===== config.mk =====
export PLATFORM = sky130hd
export DESIGN_NAME = bitmap_first_free_allocator
export DESIGN_NICKNAME = d
export VERILOG_FILES = /design/src/rtl/core/bmf_pkg.sv /design/src/rtl/core/bmf_ctrl.sv /design/src/rtl/core/bmf_datapath.sv /design/src/rtl/core/bitmap_first_free_allocator.sv
export SDC_FILE = /design/constraint.sdc
export NUM_CORES = 2
export LEC_CHECK = 0
export BUFFER_PORTS_ARGS = -buffer_cell sky130_fd_sc_hd__buf_4
export CAP_MARGIN = 20
export CORE_MARGIN = 4
export CORE_UTILIZATION = 60
export CTS_CLUSTER_DIAMETER = 150
export CTS_CLUSTER_SIZE = 20
export DETAILED_ROUTE_END_ITERATION = 8
export GPL_TIMING_DRIVEN = 0
export PLACE_DENSITY_LB_ADDON = 0.2
export SYNTH_ARGS = -nofsm -noshare
export SYNTH_HDL_FRONTEND = slang
export SYNTH_SLANG_ARGS = --single-unit

===== constraint.sdc =====
create_clock -name clk_i -period 8.8 [get_ports clk_i]
set_input_delay 1.76 -clock clk_i [delete_from_list [all_inputs] [get_ports clk_i]]
set_output_delay 1.76 -clock clk_i [all_outputs]
set_load 0.01 [all_outputs]

===== src/rtl/core/bmf_pkg.sv =====
// bmf_pkg: shared constants, codes and word types of the first-free bitmap allocator
// used by bmf_ctrl, bmf_datapath and bitmap_first_free_allocator; no dependencies
`timescale 1ns / 1ps
`default_nettype none

package bmf_pkg;

  localparam int NUM_ITEMS = 1024;
  localparam int WORD_BITS = 32;
  localparam int MAP_WORDS = (NUM_ITEMS + WORD_BITS - 1) / WORD_BITS;
  localparam int WORD_W    = $clog2(MAP_WORDS);
  localparam int BIT_W     = $clog2(WORD_BITS);
  localparam int INDEX_W   = 10;
  localparam int COUNT_W   = 11;
  localparam int OP_W      = 3;
  localparam int STATUS_W  = 2;

  localparam logic [COUNT_W-1:0] COUNT_RESET = COUNT_W'(1024);
  localparam logic [COUNT_W-1:0] COUNT_MAX   = COUNT_W'(NUM_ITEMS);

  typedef enum logic [OP_W-1:0] {
    OP_ALLOC = 3'd0,
    OP_FREE  = 3'd1,
    OP_SET   = 3'd2,
    OP_CLEAR = 3'd3,
    OP_GET   = 3'd4
  } op_e;

  typedef enum logic [STATUS_W-1:0] {
    ST_OK          = 2'd0,
    ST_FULL        = 2'd1,
    ST_DOUBLE_FREE = 2'd2,
    ST_RANGE       = 2'd3
  } status_e;

  typedef enum logic [1:0] {
    CTL_IDLE   = 2'd0,
    CTL_SCAN   = 2'd1,
    CTL_ACCESS = 2'd2
  } ctl_state_e;

  typedef struct packed {
    logic [OP_W-1:0]    op;
    logic [INDEX_W-1:0] item_index;
  } req_t;

  typedef struct packed {
    logic [STATUS_W-1:0] status;
    logic [INDEX_W-1:0]  result_index;
    logic                bit_value;
  } rsp_t;

  // controller to datapath
  typedef struct packed {
    logic load;
    logic scan;
    logic finish;
  } dp_cmd_t;

  // datapath to controller
  typedef struct packed {
    logic req_alloc;
    logic hit;
    logic last;
  } dp_stat_t;

endpackage

`default_nettype wire


===== src/rtl/core/bmf_ctrl.sv =====
// bmf_ctrl: sequencing state machine of the allocator
// depends on bmf_pkg for state codes and command / status structs
`timescale 1ns / 1ps
`default_nettype none

module bmf_ctrl (
  input  logic              clk_i,
  input  logic              rst_ni,
  input  logic              start_i,
  input  bmf_pkg::dp_stat_t stat_i,
  output bmf_pkg::dp_cmd_t  cmd_o,
  output logic              busy_o
);

  bmf_pkg::ctl_state_e state_q, state_d;

  always_ff @(posedge clk_i or negedge rst_ni) begin
    if (!rst_ni) begin
      state_q <= bmf_pkg::CTL_IDLE;
    end else begin
      state_q <= state_d;
    end
  end

  // next state
  always_comb begin
    state_d = state_q;
    case (state_q)
      bmf_pkg::CTL_IDLE: begin
        if (start_i) begin
          state_d = stat_i.req_alloc ? bmf_pkg::CTL_SCAN : bmf_pkg::CTL_ACCESS;
        end
      end
      bmf_pkg::CTL_SCAN: begin
        if (stat_i.hit || stat_i.last) begin
          state_d = bmf_pkg::CTL_IDLE;
        end
      end
      bmf_pkg::CTL_ACCESS: begin
        state_d = bmf_pkg::CTL_IDLE;
      end
      default: begin
        state_d = bmf_pkg::CTL_IDLE;
      end
    endcase
  end

  // outputs
  always_comb begin
    cmd_o  = '0;
    busy_o = 1'b1;
    case (state_q)
      bmf_pkg::CTL_IDLE: begin
        busy_o     = 1'b0;
        cmd_o.load = start_i;
      end
      bmf_pkg::CTL_SCAN: begin
        cmd_o.scan   = 1'b1;
        cmd_o.finish = stat_i.hit || stat_i.last;
      end
      bmf_pkg::CTL_ACCESS: begin
        cmd_o.finish = 1'b1;
      end
      default: begin
        busy_o = 1'b1;
      end
    endcase
  end

endmodule

`default_nettype wire


===== src/rtl/core/bmf_datapath.sv =====
// bmf_datapath: bitmap word memory, count register, word scan logic and result register
// depends on bmf_pkg; driven by bmf_ctrl through dp_cmd_t
`timescale 1ns / 1ps
`default_nettype none

module bmf_datapath (
  input  logic                                  clk_i,
  input  logic                                  rst_ni,
  input  bmf_pkg::dp_cmd_t                      cmd_i,
  output bmf_pkg::dp_stat_t                     stat_o,
  input  bmf_pkg::req_t                         req_i,
  input  logic                                  cfg_we_i,
  input  logic [bmf_pkg::COUNT_W-1:0]           cfg_data_i,
  output logic                                  done_o,
  output bmf_pkg::rsp_t                         rsp_o
);

  localparam int WB = bmf_pkg::WORD_BITS;
  localparam int WW = bmf_pkg::WORD_W;
  localparam int BW = bmf_pkg::BIT_W;
  localparam int CW = bmf_pkg::COUNT_W;

  // lowest set bit
  function automatic logic [BW-1:0] first_one(input logic [WB-1:0] v);
    logic [BW-1:0] r;
    r = '0;
    for (int i = WB - 1; i >= 0; i--) begin
      if (v[i]) r = BW'(i);
    end
    return r;
  endfunction

  // bits of a word that sit below the managed count
  function automatic logic [WB-1:0] limit_mask(input logic [WW-1:0] w,
                                               input logic [CW-1:0] cnt);
    logic [CW-1:0] base;
    logic [CW-1:0] diff;
    logic [WB-1:0] m;
    base = CW'({w, {BW{1'b0}}});
    diff = cnt - base;
    if (cnt <= base) begin
      m = '0;
    end else if (diff >= CW'(WB)) begin
      m = '1;
    end else begin
      m = ~({WB{1'b1}} << diff[BW-1:0]);
    end
    return m;
  endfunction

  logic [WB-1:0]     mem_q [bmf_pkg::MAP_WORDS];
  logic [bmf_pkg::MAP_WORDS-1:0] valid_q;
  logic [WB-1:0]     rdata_q;
  logic              rvalid_q;
  logic [CW-1:0]     count_q;
  bmf_pkg::req_t     req_q;
  logic [WW-1:0]     rd_ptr_q, chk_ptr_q;
  logic              done_q;
  bmf_pkg::rsp_t     rsp_q, rsp_d;

  logic              rd_en;
  logic [WW-1:0]     rd_addr;
  logic              we;
  logic [WB-1:0]     wdata;
  logic [CW-1:0]     cnt_eff;
  logic [WB-1:0]     word_v;
  logic [WB-1:0]     free_bits;
  logic [BW-1:0]     first_bit;
  logic [CW-1:0]     next_base;
  logic [BW-1:0]     bit_sel;
  logic              cur_bit;
  logic              in_range;

  assign cnt_eff = (count_q > bmf_pkg::COUNT_MAX) ? bmf_pkg::COUNT_MAX : count_q;

  assign rd_en   = cmd_i.load || cmd_i.scan;
  assign rd_addr = cmd_i.scan ? rd_ptr_q :
                   (bmf_pkg::op_e'(req_i.op) == bmf_pkg::OP_ALLOC) ? '0 :
                   req_i.item_index[bmf_pkg::INDEX_W-1 -: WW];

  assign word_v    = rvalid_q ? rdata_q : '0;
  assign free_bits = ~word_v & limit_mask(chk_ptr_q, cnt_eff);
  assign first_bit = first_one(free_bits);
  assign next_base = CW'({1'b0, chk_ptr_q} + (WW + 1)'(1)) << BW;
  assign bit_sel   = req_q.item_index[BW-1:0];
  assign cur_bit   = word_v[bit_sel];
  assign in_range  = CW'(req_q.item_index) < cnt_eff;

  assign stat_o.req_alloc = (bmf_pkg::op_e'(req_i.op) == bmf_pkg::OP_ALLOC);
  assign stat_o.hit       = |free_bits;
  assign stat_o.last      = next_base >= cnt_eff;

  // result and write-back of the word under check
  always_comb begin
    we                 = 1'b0;
    wdata              = word_v;
    rsp_d.status       = bmf_pkg::ST_OK;
    rsp_d.result_index = req_q.item_index;
    rsp_d.bit_value    = 1'b0;
    case (bmf_pkg::op_e'(req_q.op))
      bmf_pkg::OP_ALLOC: begin
        if (|free_bits) begin
          we                 = cmd_i.finish;
          wdata              = word_v | (WB'(1) << first_bit);
          rsp_d.result_index = {chk_ptr_q, first_bit};
        end else begin
          rsp_d.status       = bmf_pkg::ST_FULL;
          rsp_d.result_index = '0;
        end
      end
      bmf_pkg::OP_FREE: begin
        if (!in_range) begin
          rsp_d.status = bmf_pkg::ST_RANGE;
        end else if (!cur_bit) begin
          rsp_d.status = bmf_pkg::ST_DOUBLE_FREE;
        end else begin
          we    = cmd_i.finish;
          wdata = word_v & ~(WB'(1) << bit_sel);
        end
      end
      bmf_pkg::OP_SET: begin
        if (!in_range) begin
          rsp_d.status = bmf_pkg::ST_RANGE;
        end else begin
          we    = cmd_i.finish;
          wdata = word_v | (WB'(1) << bit_sel);
        end
      end
      bmf_pkg::OP_CLEAR: begin
        if (!in_range) begin
          rsp_d.status = bmf_pkg::ST_RANGE;
        end else begin
          we    = cmd_i.finish;
          wdata = word_v & ~(WB'(1) << bit_sel);
        end
      end
      bmf_pkg::OP_GET: begin
        if (!in_range) begin
          rsp_d.status = bmf_pkg::ST_RANGE;
        end else begin
          rsp_d.bit_value = cur_bit;
        end
      end
      default: begin
        rsp_d.status = bmf_pkg::ST_OK;
      end
    endcase
  end

  // word memory, registered read
  always_ff @(posedge clk_i) begin
    if (we) begin
      mem_q[chk_ptr_q] <= wdata;
    end
    if (rd_en) begin
      rdata_q <= mem_q[rd_addr];
    end
  end

  // payload registers
  always_ff @(posedge clk_i) begin
    if (cmd_i.load) begin
      req_q <= req_i;
    end
    if (cmd_i.finish) begin
      rsp_q <= rsp_d;
    end
  end

  always_ff @(posedge clk_i or negedge rst_ni) begin
    if (!rst_ni) begin
      valid_q   <= '0;
      rvalid_q  <= 1'b0;
      count_q   <= bmf_pkg::COUNT_RESET;
      rd_ptr_q  <= '0;
      chk_ptr_q <= '0;
      done_q    <= 1'b0;
    end else begin
      done_q <= cmd_i.finish;
      if (cfg_we_i) begin
        count_q <= cfg_data_i;
      end
      if (we) begin
        valid_q[chk_ptr_q] <= 1'b1;
      end
      if (rd_en) begin
        rvalid_q  <= valid_q[rd_addr];
        chk_ptr_q <= rd_addr;
        rd_ptr_q  <= rd_addr + WW'(1);
      end
    end
  end

  assign done_o = done_q;
  assign rsp_o  = rsp_q;

endmodule

`default_nettype wire


===== src/rtl/core/bitmap_first_free_allocator.sv =====
// bitmap_first_free_allocator: top level, first-fit bitmap allocator over 1024 items
// depends on bmf_pkg, bmf_ctrl and bmf_datapath
`timescale 1ns / 1ps
`default_nettype none

// usage
//   command channel: a word on req_i is taken at a clock edge with start high and
//   busy low; ops are alloc, free, set bit, clear bit and get bit
//   result channel: done_o is high for exactly one cycle with the answer on rsp_o;
//   the receiver has no back-pressure and must take it in that cycle
//   config channel: cfg_data_i loads the managed item count when cfg_valid_i and
//   cfg_ready_o are both high; only write it while no command is in flight
// timing
//   free, set, clear, get: busy in the single access state after the accepting edge,
//   done_o in the cycle after that
//   alloc: busy while one bitmap word after another is checked (1 to 32 words), the word
//   reads being streamed from the single read port of the word memory; done_o in
//   the cycle after the last check
//   the next command may be issued in the cycle done_o is high
// reset
//   rst_ni low clears every allocation mark (per-word valid flags, no clearing
//   pass needed) and sets the item count to 1024; the block is ready at once

module bitmap_first_free_allocator (
  input  logic                          clk_i,
  input  logic                          rst_ni,
  // command channel
  input  logic                          start,
  output logic                          busy,
  input  bmf_pkg::req_t                 req_i,
  // result channel
  output logic                          done_o,
  output bmf_pkg::rsp_t                 rsp_o,
  // item count register
  input  logic                          cfg_valid_i,
  output logic                          cfg_ready_o,
  input  logic [bmf_pkg::COUNT_W-1:0]   cfg_data_i
);

  bmf_pkg::dp_cmd_t  cmd;
  bmf_pkg::dp_stat_t stat;
  logic              busy_int;

  // sequencer: idle, word scan for alloc, single word access for the rest
  bmf_ctrl u_ctrl (
    .clk_i  (clk_i),
    .rst_ni (rst_ni),
    .start_i(start),
    .stat_i (stat),
    .cmd_o  (cmd),
    .busy_o (busy_int)
  );

  // memory, count register, priority encoder and result register
  bmf_datapath u_dp (
    .clk_i     (clk_i),
    .rst_ni    (rst_ni),
    .cmd_i     (cmd),
    .stat_o    (stat),
    .req_i     (req_i),
    .cfg_we_i  (cfg_valid_i && cfg_ready_o),
    .cfg_data_i(cfg_data_i),
    .done_o    (done_o),
    .rsp_o     (rsp_o)
  );

  assign busy        = busy_int;
  // count may only change between commands
  assign cfg_ready_o = !busy_int;

`ifndef NO_ASSERTIONS
  // a result only appears once the sequencer is back to idle
  a_done_idle: assert property (@(posedge clk_i) disable iff (!rst_ni)
    done_o |-> !busy)
    else $error("result strobe while busy");

  // an accepted command always occupies the sequencer
  a_accept_busy: assert property (@(posedge clk_i) disable iff (!rst_ni)
    (start && !busy) |=> busy)
    else $error("accepted command did not start work");

  // an exhausted alloc grants nothing
  a_full_zero: assert property (@(posedge clk_i) disable iff (!rst_ni)
    (done_o && (rsp_o.status == bmf_pkg::ST_FULL)) |-> (rsp_o.result_index == '0))
    else $error("exhausted alloc returned an index");
`endif

endmodule

`default_nettype wire

==> Yosys cells after proc, flatten, opt, wreduce, memory -nomap -nowiden <==
Memory sizes are Yosys's and may differ from the RTL's. A register that Yosys moved wholly into a read port is not among the register bits.
Cells that the tools add are included.
{ "classes": {"addsub": 3, "order_cmp": 9, "eq_ne": 8, "shift": 3, "n_mux": 72, "bitwise_logic": 8, "reduce_logical": 12} }
{ "ops": {"columns": ["op", "count"], "rows": [
  ["2-to-1 mux 32 bit", 8],
  ["2-to-1 mux 5 bit", 34],
  ["one-hot mux 32 bit (4 select lines)", 1],
  ["NOT 32 bit", 3],
  ["OR 32 bit", 3],
  ["bitwise AND 32 bit", 2],
  ["left shift 1 x 5 -> 32 bit (first input constant)", 2],
  ["OR reduction 32 bit", 1],
  ["left shift 32 x 5 -> 32 bit (first input constant)", 1],
  ["2-to-1 mux 10 bit", 2],
  ["< comparator 5 x 6 -> 1 bit (second input constant)", 3],
  ["2-to-1 mux 1 bit", 13],
  ["2-to-1 mux 2 bit", 6],
  [">= comparator 11 bit", 1],
  [">= comparator 11 x 6 -> 1 bit (second input constant)", 1],
  ["> comparator 11 bit (second input constant)", 1],
  ["<= comparator 11 x 10 -> 1 bit", 1],
  ["< comparator 10 x 11 -> 1 bit", 1],
  ["2-to-1 mux 11 bit", 1],
  ["subtractor 11 x 10 -> 11 bit", 1],
  ["binary-select mux 1 bit (select 5 bit)", 2],
  ["adder 5 x 1 -> 6 bit (second input constant)", 1],
  ["== test 3 x 2 -> 1 bit (second input constant)", 2],
  ["zero test 3 bit", 2],
  ["other kinds (19)", 22]
]} }
{ "totals": {"reg_bits": 83, "ram_bits": 1024, "inputBits": 28, "output_inout_bits": 16, "word_cells": 128, "mem_count": 1} }
{ "mem_list": {"columns": ["name", "depth", "width", "read_ports", "rd_ports_with_merged_regs", "write_ports", "line", "rtl"], "rows": [
  ["u_dp.mem_q", 32, 32, 1, 1, 1, "bmf_datapath.sv:51", "logic [WB-1:0] mem_q [bmf_pkg::MAP_WORDS];"]
]} }

==> Logic depth before layout (Yosys ltp) <==
{ "logic_depth": {"depth_word": 44, "ltp_mapped": 21, "mapped_depth_nobuf": 17} }

==> Modules after synthesis <==
Synthesis repeated with hierarchy kept, for this count alone.
{ "unflattened": {"cells_unflattened": 4033, "hier_area_um2": 49052.0} }
{ "modules_own_cells": {"columns": ["module", "instances", "cells_per_inst", "area_per_inst_um2", "seq_area_each_um2"], "rows": [
  ["bmf_datapath", 1, 4012, 48869.4, 33868.7],
  ["bmf_ctrl", 1, 19, 172.7, 50.0],
  ["bitmap_first_free_allocator", 1, 2, 10.0, 0.0]
]} }

==> Worst setup path before layout <==
No wires, ideal clock.
{ "synth_timing": {"path_type": "reg2reg", "from": "register u_dp.count_q[10]", "to": "memory u_dp.mem_q[13][0] (netlist name), enable pin", "setup_ns": 0.504, "t_arrival_ns": 6.515, "setup_slack_ns": 1.781, "stages_incl_launch_ff": 18, "n_path_buf": 2, "cell_sequence": "dfstp_2 -> buf_4 -> inv_2 -> nand2_1 -> ha_1 -> inv_1 -> ha_1 -> or4_1 -> o211ai_1 -> a211oi_1 -> o21ai_1 -> buf_2 -> o31ai_1 -> a41oi_1 -> nor2_1 -> nand3_4 -> o22ai_2 -> nor4_1"} }
{ "synth_via": {"elab_chain_len": 16, "elab_cells_between_ends": 22, "cone_classes": "add/sub: 1; order compare: 5; shift: 1; mux: 11; bitwise: 2; reduce/logical: 2"} }
{ "synth_lines": {"columns": ["element", "line", "rtl"], "rows": [
  ["start: declaration", "bmf_datapath.sv:55", "logic [CW-1:0] count_q;"],
  ["start signal: assignment", "bmf_datapath.sv:174", "count_q <= bmf_pkg::COUNT_RESET;"],
  ["start signal: assignment", "bmf_datapath.sv:181", "count_q <= cfg_data_i;"],
  ["> comparator 11 bit", "bmf_datapath.sv:74", "assign cnt_eff = (count_q > bmf_pkg::COUNT_MAX) ? bmf_pkg::COUNT_MAX : count_q;"],
  ["2-to-1 mux 11 bit *", "bmf_datapath.sv:74", null],
  ["parallel branches: the longest is 11 deep, another holds subtractor 11 x 10 -> 11 bit", null, null],
  ["one-hot mux 1 bit (3 select lines) *", "bmf_datapath.sv:100", "case (bmf_pkg::op_e'(req_q.op))"],
  ["2-to-1 mux 1 bit *", "bmf_datapath.sv:152", "if (we) begin"],
  ["2-to-1 mux 1 bit (not written as such) *", "bmf_datapath.sv:153", "mem_q[chk_ptr_q] <= wdata;"],
  ["end: declaration", "bmf_datapath.sv:51", null]
]} }
Every way passes the cells marked *.

==> Final worst setup path <==
{ "layout_timing": {"from": "register u_dp.count_q[10]", "to": "memory u_dp.mem_q[14][26] (netlist name) (data pin)"} }
{ "layout_via": {"elab_chain_len": 44, "elab_cells_between_ends": 51, "cone_classes": "add/sub: 1; order compare: 4; shift: 2; mux: 40; bitwise: 3; reduce/logical: 1"} }
{ "layout_lines": {"columns": ["element", "line", "rtl"], "rows": [
  ["> comparator 11 bit", "bmf_datapath.sv:74", null],
  ["2-to-1 mux 11 bit *", "bmf_datapath.sv:74", null],
  ["parallel branches: the longest is 41 deep, another holds subtractor 11 x 10 -> 11 bit", null, null],
  ["one-hot mux 32 bit (4 select lines) *", "bmf_datapath.sv:100", null],
  ["named net u_dp.wdata[26]", "bmf_datapath.sv:64", "logic [WB-1:0] wdata;"]
]} }
Mark *: on every way through the listed nets, which the timed path passes.

==> impl_metrics.ini <==
[run_status]
status = finished, final reports clean

[worst_setup_path]
crit_slowest_cell = o21bai_4
start_kind = flip-flop
reg2reg_slack_ns = 1.44
cp_cell_sequence = buf_4 -> inv_2 -> nand2_1 -> ha_1 -> inv_1 -> ha_1 -> or4_1 -> o211ai_1 -> a211oi_1 -> o21ai_1 -> buf_2 -> clkbuf_1 -> a211oi_1 -> o41ai_1 -> a21oi_1 -> o31a_1 -> o21ai_0 -> o21ai_0 -> o21bai_4
end_kind = flip-flop
max_stage_delay_ns = 0.95
crit_buf_inv = 5
worst-setup-path-type = flip-flop to flip-flop
cp_top_family = compound AO/OA/AOI/OAI gates
cp.arrival_ns = 7.65
required_ns = 9.09
path_max_fanout = 32

[die]
pin_count = 44
dieHeight_um = 295
die_area_um2 = 86700
rows = 104
start_util = 0.609
core-area_um2 = 80900
fp.dieW_um = 295

[place]
dp_hpwl_um = 115000
gp_congestion = 1.06
io_buffers = 43
place_ws_ns = 1.73
placed_cells = 5259

[cells_and_area]
instances_no_fill = 5350
area_delta_synth_final_pct = 11.3
layout_commonest_cell = nand2_1
antenna_cells = 0
nets = 4322
final_cell_mix = 1199 x nand2_1, 1082 x edfxtp_1, 268 x and3_1
drive_above_1_share = 0.0779
fillers = 5735

[synth]
synthAdderAreaFrac = 0.00655
yosys.area_share.simple = 0.154
yosysWarnings = 0
synth_xor_area_frac = 0.00246
ys_seq_area_frac = 0.689
synth_compound_area_frac = 0.119
syn_avg_cell_area_um2 = 12.1
synth-edff-count = 1082
syn_nets = 4125
synth_ff_type = edfxtp_1
synth_top_family_by_area = simple AND/OR/NAND/NOR gates
yosysUniqueCellTypes = 90
synthCells = 4072
ys_ff_latch = 1139
synthMuxAreaShare = 0.00556
synthArstFlopShare = 0.0500
synth_area_um2 = 49300

[clock_tree]
max-clock-path-buffers = 3
cts-buffers-inserted = 67
cts-hold-fix-buffers = 0
cts_tree = built
cts_root_buf = clkbuf_16
cts_resized = 0
htree_levels = 3
postCtsSetupRepairBufs = 0
clock_sinks = 1139
clk_latency_ns = 0.66
path_clk_slew_ns = 0.08

[power]
p_leak_uw = 0.0191
max-vdd-ir-drop_mv = 0.179
p_total_uw = 13000
p_per_area_nw_per_um2 = 237

[drt]
first_pass_iters = 6
antenna_left = 0
drtIter0Drc = 5757
drt-total-wl_um = 161000
wl_per_cell_um = 30.0
drc = 0
num_vias = 35950
via_per_inst = 6.72

[job]
maxCapViolCount = 0

[sta]
skew_ns = 0.0311
worst_pin_slew_ns = 1.28
max_slew_margin = 0.141
max_freq_mhz = 136
timing.final.ws_setup_ns = 1.44
hold_viol_final = 0
post-route-period-util = 0.837
drv_slew = 0
finalSetupViolCount = 0
fin_crit_ns = 7.36
rsz0062_at_grt = no
hold-worst-slack_ns = 0.478

[global_routing]
grt_max_degree = 58
grtUsageTotal = 0.368
overflow = 0
grt_pass1_wl_um = 230000
grt_pass1_vias = 33651
grt_antenna_before_repair = 2

[worst_hold_path]
hold_path_class = flip-flop to flip-flop
==> synth_stat cells, types with 9 or more instances <==
master | n | share of area
nand2_1 | 1199 | 0.091
edfxtp_1 | 1082 | 0.66
and3_1 | 268 | 0.034
clkbuf_1 | 242 | 0.018
a21oi_1 | 168 | 0.017
a31oi_1 | 153 | 0.019
a311oi_1 | 132 | 0.023
a211oi_1 | 108 | 0.016
nor2_1 | 99 | 0.0075
o21ai_0 | 68 | 0.0069
dfrtp_1 | 56 | 0.028
a21o_1 | 45 | 0.0069
o21bai_1 | 30 | 0.0046
buf_1 | 29 | 0.0022
nand3_1 | 29 | 0.0029
ha_1 | 25 | 0.0064
nor3_1 | 24 | 0.0024
inv_1 | 21 | 0.0016
nor2b_1 | 21 | 0.0027
o31ai_1 | 17 | 0.0026
nand2b_1 | 15 | 0.0019
a22o_1 | 11 | 0.0020
mux2_2 | 11 | 0.0025
nor4_1 | 11 | 0.0014
or2_2 | 10 | 0.0013
xnor2_1 | 9 | 0.0016
==> path summary, 6_finish.rpt <==
kind	startpoint	endpoint	depth (start not counted)
worst min-delay path	u_dp.valid_q[13]	u_dp.valid_q[13]	1
worst max-delay path	u_dp.count_q[10]	u_dp.mem_q[14][26]	19
worst min register to register	u_dp.valid_q[13]	u_dp.valid_q[13]	1
max in group asynchronous	rst_ni	u_dp.valid_q[20]	1
min in group asynchronous	rst_ni	u_dp.count_q[6]	1
worst max register to register	u_dp.count_q[10]	u_dp.mem_q[14][26]	19
==> state kept, by name, summed over array words and instances (netlist names) <==
name / cells
u_dp.valid_q: 32
u_dp.req_q: 8
u_dp.bit_sel: 5
u_dp.rsp_o: 13
u_dp.rd_ptr_q: 5
u_dp.rdata_q: 32
u_dp.done_o: 1
u_dp.chk_ptr_q: 5
u_dp.count_q: 11
u_ctrl.state_q: 2
u_dp.rvalid_q: 1
u_dp.mem_q: 1024
==> where the power goes <==
part           total (uW)  switching, uW  leakage [uW]  internal [uW]
Clock                3170           1740      0.000919           1430
Combinational        3310           2400       0.00755            913
Sequential           6510            128        0.0106           6380
==> worst register-to-register path, cell delays in order, from the launching register on <==
cell and delay [ns]:
dfstp_2 0.52, buf_4 0.15, inv_2 0.11, nand2_1 0.27, ha_1 0.25, inv_1 0.07
ha_1 0.23, or4_1 0.50, o211ai_1 0.17, a211oi_1 0.16, o21ai_1 0.40, buf_2 0.37
clkbuf_1 0.55, a211oi_1 0.14, o41ai_1 0.29, a21oi_1 0.15, o31a_1 0.17, o21ai_0 0.89
o21ai_0 0.61, o21bai_4 0.95
==> stage by stage <==
stage,setup TNS (ns),utilization,instance area [um^2]
finish,0,0.677,54800
floorplan,0,-,49300
detailed placement,0,0.654,52900
CTS,0,0.677,54800
global route,0,0.677,54800
global placement,-803.78,0.629,50900
==> layout make-up <==
type                    count  area, um^2  area share
plain buffers             284        1110      0.0203
clock buffers              81        1750      0.0319
clock inverters             9         143     0.00260
inverters                  26        97.6     0.00178
multi-input cells        2623       14700       0.267
flip-flops and latches   1139       33900       0.619
well taps                1060        1330      0.0242
repair buffers            128        1800      0.0328
==> metal layers <==
| layer | global-route usage | vias up | routed length (um) |
|---|---|---|---|
| li1 | - | 15490 | - |
| met1 | 0.515 | 17587 | 59900 |
| met2 | 0.559 | 2459 | 71200 |
| met3 | 0.0656 | 414 | 19000 |
| met4 | 0.193 | 0 | 10400 |
| met5 | 0 | - | 0 |
==> cell families (layout without fill, tap and decap cells) <==
| logic type | count (synthesis) | count (layout) |
|---|---|---|
| AO/OA/AOI/OAI | 839 | 839 |
| XOR/XNOR | 13 | 13 |
| adder cells (fa/ha/maj) | 26 | 26 |
| buffers and inverters | 310 | 528 |
| flip-flops | 1139 | 1139 |
| multiplexers | 21 | 21 |
| AND/OR/NAND/NOR | 1724 | 1724 |
(Power assumes the default switching activity.)
